<file path="config.mk">
export PLATFORM = sky130hd
export DESIGN_NAME = multi_axis_step_pulse_scheduler
export DESIGN_NICKNAME = d
export VERILOG_FILES = /design/src/sps_pkg.sv /design/src/sps_motor_lane.sv /design/src/multi_axis_step_pulse_scheduler.sv
export SDC_FILE = /design/constraint.sdc
export NUM_CORES = 1
export LEC_CHECK = 0
export ABC_CLOCK_PERIOD_IN_PS = 5400
export BUFFER_PORTS_ARGS = -buffer_cell sky130_fd_sc_hd__buf_2
export CAP_MARGIN = 0
export CORE_MARGIN = 8
export CORE_UTILIZATION = 35
export CTS_CLUSTER_DIAMETER = 80
export DETAILED_ROUTE_END_ITERATION = 7
export SYNTH_ARGS = -nofsm -noshare
export SYNTH_HDL_FRONTEND = slang
export SYNTH_SLANG_ARGS = --single-unit
export TNS_END_PERCENT = 10
</file>
<file path="constraint.sdc">
create_clock -name i_clk -period 5.4 [get_ports i_clk]
set_input_delay 1.08 -clock i_clk [delete_from_list [all_inputs] [get_ports i_clk]]
set_output_delay 1.08 -clock i_clk [all_outputs]
set_load 0.03 [all_outputs]
</file>
<file path="src/sps_pkg.sv">
`timescale 1ns / 1ps

package sps_pkg;

    localparam int MOTORS_DEF        = 4;
    localparam int COUNTER_WIDTH_DEF = 32;

    localparam int IDX_W       = 2;
    localparam int COUNT_W     = 16;
    localparam int PERIOD_W    = 32;
    localparam int OUT_MOTORS  = 4;
    localparam int IN_TDATA_W  = 56;
    localparam int OUT_TDATA_W = 16;

    localparam logic OP_TICK = 1'b0;
    localparam logic OP_LOAD = 1'b1;

    // Per-motor strobes from the top level; at most one is set in a cycle.
    typedef struct packed {
        logic load;
        logic tick;
    } t_lane_ctl;

    // Per-motor view of the state after the current update.
    typedef struct packed {
        logic pulse;
        logic dir;
        logic busy;
    } t_lane_stat;

endpackage

</file>
<file path="src/sps_motor_lane.sv">
`timescale 1ns / 1ps

module sps_motor_lane #(
    parameter int COUNTER_WIDTH = sps_pkg::COUNTER_WIDTH_DEF
) (
    input  logic                          i_clk,
    input  logic                          i_rst_n,
    input  sps_pkg::t_lane_ctl            i_ctl,
    input  logic [sps_pkg::COUNT_W-1:0]   i_step_count,
    input  logic [sps_pkg::PERIOD_W-1:0]  i_step_period,
    input  logic                          i_direction,
    output sps_pkg::t_lane_stat           o_stat
);

    logic [sps_pkg::COUNT_W-1:0]  r_rem,    n_rem;
    logic [COUNTER_WIDTH-1:0]     r_cnt,    n_cnt;
    logic [sps_pkg::PERIOD_W-1:0] r_period, n_period;
    logic                         r_dir,    n_dir;

    logic                     w_busy;
    logic [COUNTER_WIDTH-1:0] w_cnt_inc;
    logic                     w_match;
    logic                     w_step;

    always_comb begin
        w_busy    = (r_rem != '0);
        w_cnt_inc = r_cnt + 1'b1;
        // A period wider than the counter never matches; only the wrap fires then.
        w_match   = (sps_pkg::PERIOD_W'(w_cnt_inc) == r_period) || (w_cnt_inc == '0);
        w_step    = i_ctl.tick && w_busy && w_match;

        n_rem    = r_rem;
        n_cnt    = r_cnt;
        n_period = r_period;
        n_dir    = r_dir;

        if (i_ctl.load) begin
            n_rem    = i_step_count;
            n_period = i_step_period;
            n_dir    = i_direction;
            n_cnt    = '1;
        end else if (i_ctl.tick && w_busy) begin
            if (w_match) begin
                n_cnt = '0;
                n_rem = r_rem - 1'b1;
            end else begin
                n_cnt = w_cnt_inc;
            end
        end

        o_stat.pulse = w_step;
        o_stat.dir   = n_dir;
        o_stat.busy  = (n_rem != '0);
    end

    always_ff @(posedge i_clk) begin
        if (!i_rst_n) begin
            r_rem    <= '0;
            r_cnt    <= '1;
            r_period <= '0;
            r_dir    <= 1'b0;
        end else begin
            r_rem    <= n_rem;
            r_cnt    <= n_cnt;
            r_period <= n_period;
            r_dir    <= n_dir;
        end
    end

endmodule

</file>
<file path="src/multi_axis_step_pulse_scheduler.sv">
`timescale 1ns / 1ps

// Step pulse scheduler for several stepper motors.
// Slave channel: each word is either a load (tuser = 1), which gives the motor
// named in tdata a step count, a period in ticks and a direction, or a tick
// (tuser = 0), which advances every motor that still has steps to issue.
// Master channel: exactly one result word per input word, carrying the step
// pulses of that tick and the direction and busy bits of motors 0 to 3 after it.
// A word accepted from the slave channel is registered in the input register,
// processed by the motor lanes, and its result is registered in the output register.
// One word per cycle while results are taken; lanes compare and count in parallel.
// The input register keeps accepting while a finished result waits for the
// receiver; when both registers are full, tready drops until the result is taken.
// Reset clears all tasks: counters to all ones, steps, periods and directions
// to zero, and both registers empty.

module multi_axis_step_pulse_scheduler #(
    parameter int MOTORS        = sps_pkg::MOTORS_DEF,
    parameter int COUNTER_WIDTH = sps_pkg::COUNTER_WIDTH_DEF
) (
    input  logic                              i_clk,
    input  logic                              i_rst_n,
    input  logic                              i_s_axis_tvalid,
    output logic                              o_s_axis_tready,
    // motor_index[1:0], step_count[17:2], step_period[49:18], direction_in[50], zeros
    input  logic [sps_pkg::IN_TDATA_W-1:0]    i_s_axis_tdata,
    // opcode[0]
    input  logic                              i_s_axis_tuser,
    output logic                              o_m_axis_tvalid,
    input  logic                              i_m_axis_tready,
    // step_pulses[3:0], direction_bits[7:4], busy_mask[11:8], zeros
    output logic [sps_pkg::OUT_TDATA_W-1:0]   o_m_axis_tdata
);

    localparam int OW = sps_pkg::OUT_MOTORS;

    logic                          r_in_valid, n_in_valid;
    logic                          r_in_op;
    logic [sps_pkg::IDX_W-1:0]     r_in_idx;
    logic [sps_pkg::COUNT_W-1:0]   r_in_count;
    logic [sps_pkg::PERIOD_W-1:0]  r_in_period;
    logic                          r_in_dir;

    logic                          r_out_valid, n_out_valid;
    logic [OW-1:0]                 r_out_pulses;
    logic [OW-1:0]                 r_out_dirs;
    logic [OW-1:0]                 r_out_busy;

    logic                          w_s_acc;
    logic                          w_adv;
    sps_pkg::t_lane_ctl            w_ctl  [MOTORS];
    sps_pkg::t_lane_stat           w_stat [MOTORS];
    logic [OW-1:0]                 w_pulses;
    logic [OW-1:0]                 w_dirs;
    logic [OW-1:0]                 w_busy;

    assign w_adv           = r_in_valid && (!r_out_valid || i_m_axis_tready);
    assign o_s_axis_tready = !r_in_valid || w_adv;
    assign w_s_acc         = i_s_axis_tvalid && o_s_axis_tready;

    always_comb begin
        n_in_valid = r_in_valid;
        if (w_s_acc) begin
            n_in_valid = 1'b1;
        end else if (w_adv) begin
            n_in_valid = 1'b0;
        end
        n_out_valid = r_out_valid;
        if (w_adv) begin
            n_out_valid = 1'b1;
        end else if (i_m_axis_tready) begin
            n_out_valid = 1'b0;
        end
    end

    always_ff @(posedge i_clk) begin
        if (!i_rst_n) begin
            r_in_valid  <= 1'b0;
            r_out_valid <= 1'b0;
        end else begin
            r_in_valid  <= n_in_valid;
            r_out_valid <= n_out_valid;
        end
    end

    always_ff @(posedge i_clk) begin
        if (w_s_acc) begin
            r_in_op     <= i_s_axis_tuser;
            r_in_idx    <= i_s_axis_tdata[1:0];
            r_in_count  <= i_s_axis_tdata[17:2];
            r_in_period <= i_s_axis_tdata[49:18];
            r_in_dir    <= i_s_axis_tdata[50];
        end
    end

    for (genvar m = 0; m < MOTORS; m++) begin : g_lane
        // A load naming a motor that is not present matches no lane.
        assign w_ctl[m].load = w_adv && (r_in_op == sps_pkg::OP_LOAD)
                               && (32'(r_in_idx) == m);
        assign w_ctl[m].tick = w_adv && (r_in_op == sps_pkg::OP_TICK);

        sps_motor_lane #(
            .COUNTER_WIDTH (COUNTER_WIDTH)
        ) u_lane (
            .i_clk         (i_clk),
            .i_rst_n       (i_rst_n),
            .i_ctl         (w_ctl[m]),
            .i_step_count  (r_in_count),
            .i_step_period (r_in_period),
            .i_direction   (r_in_dir),
            .o_stat        (w_stat[m])
        );
    end

    for (genvar k = 0; k < OW; k++) begin : g_out
        if (k < MOTORS) begin : g_present
            assign w_pulses[k] = w_stat[k].pulse;
            assign w_dirs[k]   = w_stat[k].dir;
            assign w_busy[k]   = w_stat[k].busy;
        end else begin : g_absent
            assign w_pulses[k] = 1'b0;
            assign w_dirs[k]   = 1'b0;
            assign w_busy[k]   = 1'b0;
        end
    end

    always_ff @(posedge i_clk) begin
        if (w_adv) begin
            r_out_pulses <= w_pulses;
            r_out_dirs   <= w_dirs;
            r_out_busy   <= w_busy;
        end
    end

    assign o_m_axis_tvalid = r_out_valid;
    assign o_m_axis_tdata  = {4'b0000, r_out_busy, r_out_dirs, r_out_pulses};

    // A load never produces a step pulse.
    a_load_no_pulse: assert property (@(posedge i_clk) disable iff (!i_rst_n)
        (w_adv && (r_in_op == sps_pkg::OP_LOAD)) |=> (r_out_pulses == '0))
        else $error("step pulse reported for a load word");

    // A word waiting in the input register is not lost or altered.
    a_in_hold: assert property (@(posedge i_clk) disable iff (!i_rst_n)
        (r_in_valid && !w_adv) |=> (r_in_valid && $stable(r_in_op)
                                    && $stable(r_in_period) && $stable(r_in_count)))
        else $error("input register changed while stalled");

    // A result that is not taken stays in the output register.
    a_out_kept: assert property (@(posedge i_clk) disable iff (!i_rst_n)
        (r_out_valid && !i_m_axis_tready) |=> r_out_valid)
        else $error("result dropped before it was taken");

endmodule
</file>
==> results.cfg <==
[status]
outcome = finished clean

[worst_setup_path]
cp.required_ns = 5.73
r2r-start = g_lane[1].u_lane.r_cnt[1]
arrival_ns = 5.47
critical_path.endpoint_type = flip-flop
cp-start-kind = flip-flop
crit_type = flip-flop to flip-flop
cp_max_fo = 30
cp-startpoint = g_lane[1].u_lane.r_cnt[1]

[sta]
holdWs_ns = 0.469
fin_crit_ns = 5.14
hold_violations = 0
rsz0062_at_grt = false
worst_slack_ns = 0.265
finalMaxSlewViolations = 0
setup_tns_ns = 0
finalCritPeriodShare = 0.951
maxSlewHeadroom = 0.327
timing.fmax_mhz = 195
final.setup_skew_ns = 0.0224
tightest_slew_ns = 1.01
finalSetupViolCount = 0

[synthesis]
synth_cells = 3311
async_reset_ff_frac = 0
yosys_warnings = 0
ys_top_cells_by_count = nand2_1, dfxtp_1, a21oi_1, clkbuf_1, nor2_1
yosysMostFrequentCell = nand2_1
netlist_area_um2 = 25400
synth_top_area_frac = 0.257
syn_area_per_cell_um2 = 7.68
synthFlopType = dfxtp_1
synth_area_leaders = dfxtp_1, nand2_1, edfxtp_1, xnor2_1, a21oi_1
synth_edf_count = 64
synth_seq_cells = 390
yosys.area.top_type = dfxtp_1
synth-seq-area-share = 0.332
synth.distinct_cells = 96

[placement]
pre_cts_slack_ns = 0.320
dpl.hpwl_um = 67200
gp_congestion = 0.964
io_buffers = 69

[floorplan]
rows = 99
die_area_um2 = 81600
initial_utilization = 0.351
coreArea_um2 = 72500
dieWidth_um = 286
ios = 79
die_h_um = 286

[drt]
wire_per_inst_um = 21.4
ant_nets = 0
routed_via_density = 5.92
drt_iter0_drc = 2348
first_pass_iters = 8
vias = 25700
wl_um = 92700
drc = 0

[clocking]
clk_path_buf_depth = 3
htreeDepth = 2
clock_latency_ns = 0.60
cts_hold_buf = 0
numClockSinks = 390
root_buffer = clkbuf_16
cts_tree = done
cts_setup_buffers = 0
clk_pin_slew_ns = 0.06
cts_buffers = 45

[hold_path]
hp-start = g_lane[1].u_lane.r_period[30]
hold_path_class = flip-flop to flip-flop

[job]
max_cap_violations = 0

[global_route]
grt_pass1_wl_um = 142000
grt_pass1_vias = 23700
grt_usage = 0.216
grt_max_degree = 74
antenna_found_initial = 0
grt-ovfl-total = 0

[finish]
post-route-util = 0.398
drive_gt1_frac = 0.118
area_growth_pct = 13.3
nets = 3409

[power_and_ir_drop]
vdd_drop_max_v = 0.000238
p_leak_nw = 11.6
powerDensity_nw_per_um2 = 349
==> state kept, by name, indices dropped and copies added, names as in the netlist, 2 cells and up <==
name                    flops
r_out_dirs                  4
g_lane.u_lane.r_rem        64
g_lane.u_lane.r_dir         4
r_in_count                 16
r_in_idx                    2
r_out_busy                  4
r_out_pulses                4
r_in_period                32
g_lane.u_lane.r_period    128
g_lane.u_lane.r_cnt       128
==> placed cells by master, fill, tap and decap left out, types with 49 or more instances in the layout <==
master      n
buf_4     174
nand4_1   106
nor2_1    184
o311ai_0   76
xor2_1     74
a21oi_1   229
nor4_1     84
nand3_1   124
o21ai_0   176
nand2_1   546
buf_2      69
xnor2_1   146
and3_1     49
inv_1      60
dfxtp_1   326
and2_1     52
edfxtp_1   64
nor3_1    104
==> layer usage <==
layer | global-route usage | wire [um]
met5 | 0 | 0
met4 | 0.0790 | 3290
met3 | 0.0453 | 7520
met2 | 0.338 | 40900
met1 | 0.292 | 41000
==> worst max-delay path: stages (launching register included) <==
cell and delay (ns):
dfxtp_1 0.43, ha_1 0.20, nand3_1 0.26, buf_4 0.27, nor4_2 0.32, a31oi_1 0.15
or2_1 0.27, a221o_1 0.34, or4_1 0.56, o31ai_4 0.33, buf_4 0.41, nand3b_1 0.17
xor2_1 0.23, nand2_1 0.09, o32ai_1 0.14, nand3_1 0.13, or4_1 0.55
==> metrics by stage <==
step / cells / power (mW) / area (um2)
after floorplan: 3314 / 5.57 / 25400
after global placement: 4248 / 6.80 / 27300
after detailed placement: 4248 / 6.78 / 27300
after CTS: 4332 / 10.0 / 28800
after global routing: 4332 / 10.5 / 28800
final: 4334 / 10.1 / 28800
==> kinds of logic after synthesis <==
group | after synthesis | synth area share
other | 1 | 0.000147
buffers and inverters | 329 | 0.0518
AO/OA/AOI/OAI | 775 | 0.202
flip-flops | 390 | 0.332
AND/OR/NAND/NOR | 1541 | 0.313
adder cells (fa/ha/maj) | 13 | 0.00630
multiplexers | 37 | 0.0151
XOR/XNOR | 225 | 0.0802
==> power breakdown <==
group          switching, mW  internal (mW)
Clock                   1.36           1.87
Combinational           2.16           1.43
Sequential             0.182           3.05
==> path summary, 6_finish.rpt <==
path	to	slack [ns]	cells after the start
max reg2reg	r_out_busy[1]	0.26	16
min reg2reg	g_lane[1].u_lane.r_period[30]	0.47	2
max	r_out_busy[1]	0.26	16
min	g_lane[1].u_lane.r_period[30]	0.47	2
==> final cells by class <==
cell class | count | area, um2
Antenna cell | 2 | 5.00
Clock buffer | 55 | 1220
Clock inverter | 29 | 323
Fill cell | 7499 | 43600
Inverter | 61 | 234
Multi-Input combinational cell | 2595 | 15700
Sequential cell | 390 | 8450
Tap cell | 959 | 1200
Timing Repair Buffer | 243 | 1650
==> what timing repair did <==
| action | in CTS | in global routing |
|---|---|---|
| resized for setup | 0 | 3 |
| setup endpoints to repair | 0 | 3 |
| hold endpoints to repair | 0 | 0 |
Power figures use the tool's default switching activity.
